## config.mk

```make
export PLATFORM = sky130hd
export DESIGN_NAME = lsb_first_bit_packer
export DESIGN_NICKNAME = d
export VERILOG_FILES = /design/src/lbp_pkg.sv /design/src/lsb_first_bit_packer.sv /design/src/lbp_front.sv /design/src/lbp_queue.sv /design/src/lbp_back.sv
export SDC_FILE = /design/constraint.sdc
export NUM_CORES = 1
export LEC_CHECK = 0
export BUFFER_PORTS_ARGS = -buffer_cell sky130_fd_sc_hd__buf_2
export CAP_MARGIN = 20
export CORE_MARGIN = 4
export CORE_UTILIZATION = 40
export CTS_CLUSTER_SIZE = 8
export DETAILED_ROUTE_END_ITERATION = 7
export GPL_TIMING_DRIVEN = 0
export PLACE_DENSITY = 0.58
export SYNTH_ARGS = -nofsm -noshare
export SYNTH_HDL_FRONTEND = slang
export SYNTH_HIERARCHICAL = 1
export SYNTH_SLANG_ARGS = --single-unit
export TNS_END_PERCENT = 30
```

## constraint.sdc

```tcl
create_clock -name clk -period 4.6 [get_ports clk]
set_input_delay 0.92 -clock clk [delete_from_list [all_inputs] [get_ports clk]]
set_output_delay 0.92 -clock clk [all_outputs]
set_load 0.005 [all_outputs]
```

## src/lbp_pkg.sv

```systemverilog
`default_nettype none

package lbp_pkg;

	localparam int WORD_BITS = 32;
	localparam int BYTE_BITS = 8;
	localparam int COUNT_BITS = 6;
	localparam int LANES = WORD_BITS / BYTE_BITS;
	localparam int LANE_CNT_BITS = $clog2(LANES + 1);
	localparam int QUEUE_DEPTH = 2;
	localparam int QUEUE_AW = $clog2(QUEUE_DEPTH);

	typedef enum logic {
		CMD_APPEND = 1'b0,
		CMD_FLUSH  = 1'b1
	} cmd_t;

	typedef struct packed {
		logic                  cmd;
		logic [WORD_BITS-1:0]  bits;
		logic [COUNT_BITS-1:0] bit_count;
	} field_req_t;

	typedef struct packed {
		logic [BYTE_BITS-1:0] out_byte;
		logic                 last;
	} octet_req_t;

	typedef struct packed {
		logic [WORD_BITS-1:0]     data;
		logic [LANE_CNT_BITS-1:0] nbytes;
	} entry_t;

	typedef struct packed {
		logic   valid;
		entry_t entry;
	} push_t;

endpackage

`default_nettype wire

```

## src/lsb_first_bit_packer.sv

```systemverilog
// Channel   Role     Handshake                  Payload
// field     input    field_valid/field_ready    field_req (cmd, bits, bit_count)
// octet     output   octet_valid/octet_ready    octet_req (out_byte, last)
//
// A request is taken every cycle while the two-entry queue has room; its
// bytes pass through the queue and then the output register. The back end
// sends one byte per cycle while the output is not stalled.
// Reset clears the partial byte, the queue and the output valid flag.
// A stall on the output fills the queue and then holds off field_ready.
`default_nettype none

module lsb_first_bit_packer #(
	parameter int MAX_BITS = 32
) (
	input  wire                 clk,
	input  wire                 arst_n,
	input  wire                 field_valid,
	output logic                field_ready,
	input  lbp_pkg::field_req_t field_req,
	output logic                octet_valid,
	input  wire                 octet_ready,
	output lbp_pkg::octet_req_t octet_req
);

	lbp_pkg::push_t  push;
	logic            queue_full;
	logic            head_valid;
	lbp_pkg::entry_t head;
	logic            pop;

	lbp_front #(
		.MAX_BITS(MAX_BITS)
	) u_front (
		.clk        (clk),
		.arst_n     (arst_n),
		.field_valid(field_valid),
		.field_ready(field_ready),
		.field_req  (field_req),
		.queue_full (queue_full),
		.push       (push)
	);

	lbp_queue u_queue (
		.clk       (clk),
		.arst_n    (arst_n),
		.push      (push),
		.full      (queue_full),
		.head_valid(head_valid),
		.head      (head),
		.pop       (pop)
	);

	lbp_back u_back (
		.clk        (clk),
		.arst_n     (arst_n),
		.head_valid (head_valid),
		.head       (head),
		.pop        (pop),
		.octet_valid(octet_valid),
		.octet_ready(octet_ready),
		.octet_req  (octet_req)
	);

endmodule

`default_nettype wire

```

## src/lbp_front.sv

```systemverilog
`default_nettype none

module lbp_front #(
	parameter int MAX_BITS = 32
) (
	input  wire                 clk,
	input  wire                 arst_n,
	input  wire                 field_valid,
	output logic                field_ready,
	input  lbp_pkg::field_req_t field_req,
	input  wire                 queue_full,
	output lbp_pkg::push_t      push
);

	localparam int LIMIT = (MAX_BITS > lbp_pkg::WORD_BITS) ? lbp_pkg::WORD_BITS : MAX_BITS;
	localparam logic [lbp_pkg::COUNT_BITS-1:0] LIMIT_CNT = lbp_pkg::COUNT_BITS'(LIMIT);
	localparam int ACC_BITS = lbp_pkg::WORD_BITS + lbp_pkg::BYTE_BITS;

	logic [lbp_pkg::BYTE_BITS-1:0]  partial_q;
	logic [2:0]                     pending_q;
	logic [lbp_pkg::COUNT_BITS-1:0] cnt;
	logic [lbp_pkg::WORD_BITS-1:0]  mask;
	logic [ACC_BITS-1:0]            combined;
	logic [ACC_BITS-1:0]            remain;
	logic [lbp_pkg::COUNT_BITS-1:0] total;
	logic [lbp_pkg::BYTE_BITS-1:0]  partial_d;
	logic [2:0]                     pending_d;
	logic                           accept;

	assign field_ready = !queue_full;
	assign accept = field_valid && field_ready;

	always_comb begin
		cnt = (field_req.bit_count > LIMIT_CNT) ? LIMIT_CNT : field_req.bit_count;
		mask = {lbp_pkg::WORD_BITS{1'b1}} >> (lbp_pkg::COUNT_BITS'(lbp_pkg::WORD_BITS) - cnt);
		combined = {{lbp_pkg::WORD_BITS{1'b0}}, partial_q}
			| ({{lbp_pkg::BYTE_BITS{1'b0}}, field_req.bits & mask} << pending_q);
		total = {3'b000, pending_q} + cnt;
		remain = combined >> {total[5:3], 3'b000};
		if (field_req.cmd == lbp_pkg::CMD_FLUSH) begin
			push.valid = accept && (pending_q != 3'd0);
			push.entry.data = {{(lbp_pkg::WORD_BITS - lbp_pkg::BYTE_BITS){1'b0}}, partial_q};
			push.entry.nbytes = lbp_pkg::LANE_CNT_BITS'(1);
			partial_d = '0;
			pending_d = '0;
		end else begin
			push.valid = accept && (total[5:3] != 3'd0);
			push.entry.data = combined[lbp_pkg::WORD_BITS-1:0];
			push.entry.nbytes = lbp_pkg::LANE_CNT_BITS'(total[5:3]);
			partial_d = remain[lbp_pkg::BYTE_BITS-1:0];
			pending_d = total[2:0];
		end
	end

	always_ff @(posedge clk or negedge arst_n) begin
		if (!arst_n) begin
			partial_q <= '0;
			pending_q <= '0;
		end else if (accept) begin
			partial_q <= partial_d;
			pending_q <= pending_d;
		end
	end

endmodule

`default_nettype wire

```

## src/lbp_queue.sv

```systemverilog
`default_nettype none

module lbp_queue (
	input  wire                  clk,
	input  wire                  arst_n,
	input  lbp_pkg::push_t       push,
	output logic                 full,
	output logic                 head_valid,
	output lbp_pkg::entry_t      head,
	input  wire                  pop
);

	localparam int CNT_BITS = $clog2(lbp_pkg::QUEUE_DEPTH + 1);
	localparam logic [lbp_pkg::QUEUE_AW-1:0] LAST_PTR =
		lbp_pkg::QUEUE_AW'(lbp_pkg::QUEUE_DEPTH - 1);

	lbp_pkg::entry_t               slot_q [lbp_pkg::QUEUE_DEPTH];
	logic [lbp_pkg::QUEUE_AW-1:0]  wr_ptr_q;
	logic [lbp_pkg::QUEUE_AW-1:0]  rd_ptr_q;
	logic [CNT_BITS-1:0]           count_q;
	logic                          do_push;
	logic                          do_pop;

	assign full = (count_q == CNT_BITS'(lbp_pkg::QUEUE_DEPTH));
	assign head_valid = (count_q != '0);
	assign head = slot_q[rd_ptr_q];
	assign do_push = push.valid && !full;
	assign do_pop = pop && head_valid;

	always_ff @(posedge clk) begin
		if (do_push) begin
			slot_q[wr_ptr_q] <= push.entry;
		end
	end

	always_ff @(posedge clk or negedge arst_n) begin
		if (!arst_n) begin
			wr_ptr_q <= '0;
			rd_ptr_q <= '0;
			count_q <= '0;
		end else begin
			if (do_push) begin
				wr_ptr_q <= (wr_ptr_q == LAST_PTR) ? '0 : wr_ptr_q + 1'b1;
			end
			if (do_pop) begin
				rd_ptr_q <= (rd_ptr_q == LAST_PTR) ? '0 : rd_ptr_q + 1'b1;
			end
			if (do_push && !do_pop) begin
				count_q <= count_q + 1'b1;
			end else if (do_pop && !do_push) begin
				count_q <= count_q - 1'b1;
			end
		end
	end

endmodule

`default_nettype wire

```

## src/lbp_back.sv

```systemverilog
`default_nettype none

module lbp_back (
	input  wire                 clk,
	input  wire                 arst_n,
	input  wire                 head_valid,
	input  lbp_pkg::entry_t     head,
	output logic                pop,
	output logic                octet_valid,
	input  wire                 octet_ready,
	output lbp_pkg::octet_req_t octet_req
);

	logic                                 valid_q;
	lbp_pkg::octet_req_t                  out_q;
	logic [lbp_pkg::WORD_BITS-1:0]        rem_q;
	logic [lbp_pkg::LANE_CNT_BITS-1:0]    left_q;
	logic                                 advance;

	assign octet_valid = valid_q;
	assign octet_req = out_q;
	assign advance = !valid_q || octet_ready;
	assign pop = advance && (left_q == '0) && head_valid;

	always_ff @(posedge clk or negedge arst_n) begin
		if (!arst_n) begin
			valid_q <= 1'b0;
			left_q <= '0;
		end else if (advance) begin
			if (left_q != '0) begin
				valid_q <= 1'b1;
				left_q <= left_q - 1'b1;
			end else if (head_valid) begin
				valid_q <= 1'b1;
				left_q <= head.nbytes - 1'b1;
			end else begin
				valid_q <= 1'b0;
			end
		end
	end

	always_ff @(posedge clk) begin
		if (advance) begin
			if (left_q != '0) begin
				out_q.out_byte <= rem_q[lbp_pkg::BYTE_BITS-1:0];
				out_q.last <= (left_q == lbp_pkg::LANE_CNT_BITS'(1));
				rem_q <= rem_q >> lbp_pkg::BYTE_BITS;
			end else if (head_valid) begin
				out_q.out_byte <= head.data[lbp_pkg::BYTE_BITS-1:0];
				out_q.last <= (head.nbytes == lbp_pkg::LANE_CNT_BITS'(1));
				rem_q <= head.data >> lbp_pkg::BYTE_BITS;
			end
		end
	end

endmodule

`default_nettype wire

```

==> metrics <==
XOR/XNOR Fraction of Synth Area=0.0100; I/O pin count=54; first-pass GRT wire length=35700 um; main combinational cell family by area after synthesis=simple AND/OR/NAND/NOR gates; Root Buffer=clkbuf_16; DRT Wirelength=23000 um; Fill cells=1869; antenna viol nets, final=0; num rows=51; H-tree Lvls=4; pre-CTS WS=-0.212 ns; clock skew=0.00957 ns; Post-Syn Nets=838; Min Hold Slack=0.459 ns; Ys Warns=6; Core Util, Final=0.470; IO Port Bufs=53; kind of critical path=input pin to register; GRT Util Overall=0.211; crit-path max FO=29; max_cap viols=0; layout cell share with drive strength beyond 1=0.194; relative slew slack=0.323; Seq cells post-synth=122; Synth Area in Simple Gates=0.205; routed len/inst=20.3 um; status=completed; Die H=148 um; worst setup margin=0.310 ns; Worst Setup SP=field_req[5]; RSZ-0062 raised after global routing=no; worst vdd ir=294 uV; Final min period=4.29 ns; Synth area leader=edfxtp_1; Reg-to-Reg Start=u_front/pending_q[2]$_DFFE_PN0P_; final hold vios=0; clk_lat worst skew=0.41 ns; Crit. End Element=register; GPL Wtd Cong=0.997; top cell type's share of synthesized area=0.393; Via density=5.71; Pins Over Slew Limit=0; Remaining Overflow, GRT=0; placed wire-length estimate=17500 um; Seq/Total Area, Yosys=0.453; initial antenna violation count=0; maximum clock frequency=0.233 GHz; Hold WC Path Type=input pin to async pin; EDFF count, synth=103; total number of vias=6458; final setup fails=0; DR pass1 iterations=5; top_reg_cell synth=edfxtp_1; cts bufs inserted=17; Reg-to-Reg End=u_queue/slot_q[0][21]$_DFFE_PP_; pwr/cell area=639 nW/um2; DRC=0; DRT iter0 DRCs=563; worst r2r path cells=11; clk buf depth=2; die area=22000 um2; Final period util=0.933; area of the core=19400 um2; Synth Area in Compound Gates=0.165; clock transition at the registers of the reported paths=0.06 ns; Adder-Cell Fraction of Synth Area=0.0248; WP data arrival=4.39 ns; chip width=148 um; clock tree sinks=122; Post-synth ARST share=0.156; Synth area leaders=edfxtp_1 (39%), nand2_1 (6.4%), dfrtp_1 (6.0%); Worst Max-Slew Pin Slew=1.01 ns; largest net degree at the start of global routing=36; ant diodes=0; Gate Count Post-Synth=780; Initial Utilization=0.406; library cells used by synthesis=87; LEAKAGE=3.58 nW; Synth Area per Inst=10.1 um2; Cell Area, Synth=7880 um2; Synth-to-Final Area Change=15.6%; crit path launch type=input pin; CP required=4.70 ns; TritonCTS clock tree=built; nets@finish=911; hold-fix buffer count after cts=0; vias in the first global route=6099; flop-to-flop setup slack=0.73 ns; mux cell area share after synthesis=0.0921
how the worst max path moves through the flow:
stage | endpoint | cells after the start
2_1_floorplan | u_queue/slot_q[0][0]$_DFFE_PP_ | 14
3_3_place_gp | u_queue/slot_q[0][33]$_DFFE_PP_ | 14
3_5_place_dp | u_queue/slot_q[1][31]$_DFFE_PP_ | 13
4_1_cts | u_queue/slot_q[1][24]$_DFFE_PP_ | 13
5_1_grt | u_queue/slot_q[0][21]$_DFFE_PP_ | 15
6_report | u_queue/slot_q[0][21]$_DFFE_PP_ | 15
cell families (layout without fill, tap and decap cells):
group,Yosys count,count (layout)
buffers and inverters,75,161
adder cells (fa/ha/maj),15,15
AO/OA/AOI/OAI,178,178
flip-flops,122,122
XOR/XNOR,9,9
multiplexers,54,54
AND/OR/NAND/NOR,327,327
where the power goes:
group	switching (mW)	internal, mW	leakage, nW	total [mW]
registers	0.129	1.68	1.22	1.80
clock network	0.528	0.818	0.290	1.35
logic	1.65	1.02	2.07	2.67
cell usage after synthesis (all sizes together) (18+ instances only):
master	count
nand2	135
edfxtp	103
nor2	63
mux2	38
clkbuf	29
o21ai	29
and2	24
inv	24
buf	22
a21oi	20
dfrtp	19
nand3	18
nor2b	18
flip-flops by register name, indices dropped and copies added, names as in the netlist, 2 cells and up:
signal and count:
u_back/left_q 3, u_front/pending_q 3, u_front/partial_q 8, u_back/rem_q 24, u_queue/count_q 2, u_back/octet_req 9, u_queue/slot_q 70
cells in the final DEF, fill, tap and decap left out, types with 5 or more instances in the layout:
master	n
mux2i_1	13
nand2_1	134
inv_6	7
o21bai_1	5
a21oi_1	19
nor3_1	10
edfxtp_1	103
nor2b_1	18
a31oi_1	14
nor2_1	62
a32oi_1	11
o32ai_1	7
inv_1	23
mux2_2	9
and3_1	6
o31ai_1	6
nand3_1	18
clkbuf_1	29
mux2_4	29
o211ai_1	6
xnor2_1	5
o21ai_1	6
dfrtp_1	19
and2_1	22
o22ai_1	7
buf_6	5
buf_4	5
clkbuf_16	17
a21o_1	7
o21ai_0	22
ha_1	14
buf_2	61
nand4_1	7
a211oi_1	7
nand2b_1	12
a22oi_1	9
critical path, cell delays in order:
cell,delay (ns)
buf_2,0.11
inv_2,0.14
nand2_1,0.10
inv_1,0.06
ha_1,0.26
a21oi_1,0.18
nand2_1,0.14
xnor2_1,0.83
nor2_1,0.33
nand2_1,0.21
nor2_1,0.06
a211oi_1,0.32
nand2_1,0.20
nor2_4,0.27
buf_12,0.24
metrics by stage:
| stage | instance area [um2] | std cells | total power, mW | setup TNS (ns) |
|---|---|---|---|---|
| floorplan | 7880 | 780 | 3.66 | 0 |
| global placement | 8480 | 1098 | 4.44 | -63.86 |
| detailed placement | 8500 | 1099 | 4.45 | -7.24 |
| CTS | 9110 | 1131 | 5.82 | 0 |
| global route | 9110 | 1131 | 6.17 | 0 |
| finish | 9110 | 1131 | 5.82 | 0 |
what timing repair did:
item                                    in CTS  in global routing
endpoints found under the hold margin        0                  0
gates resized for setup                      0                  1
setup buffers                                0                  0
endpoints found under the setup margin       0                 35
layout make-up:
| type | instances | area [um2] | area share |
|---|---|---|---|
| plain buffers | 51 | 307 | 0.0336 |
| inverters | 24 | 90.1 | 0.00989 |
| well taps | 265 | 332 | 0.0364 |
| multi-input cells | 583 | 3930 | 0.431 |
| flip-flops and latches | 122 | 3570 | 0.392 |
| repair buffers | 54 | 285 | 0.0313 |
| clock inverters | 15 | 176 | 0.0194 |
| clock buffers | 17 | 425 | 0.0467 |
layer usage:
| layer | vias up | global-route usage | share of wire |
|---|---|---|---|
| met1 | 3024 | 0.294 | 0.44 |
| met2 | 323 | 0.323 | 0.45 |
| met5 | - | 0 | 0 |
| li1 | 3059 | - | - |
| met4 | 0 | 0.0859 | 0.038 |
| met3 | 52 | 0.0420 | 0.073 |
(Power assumes the default switching activity.)
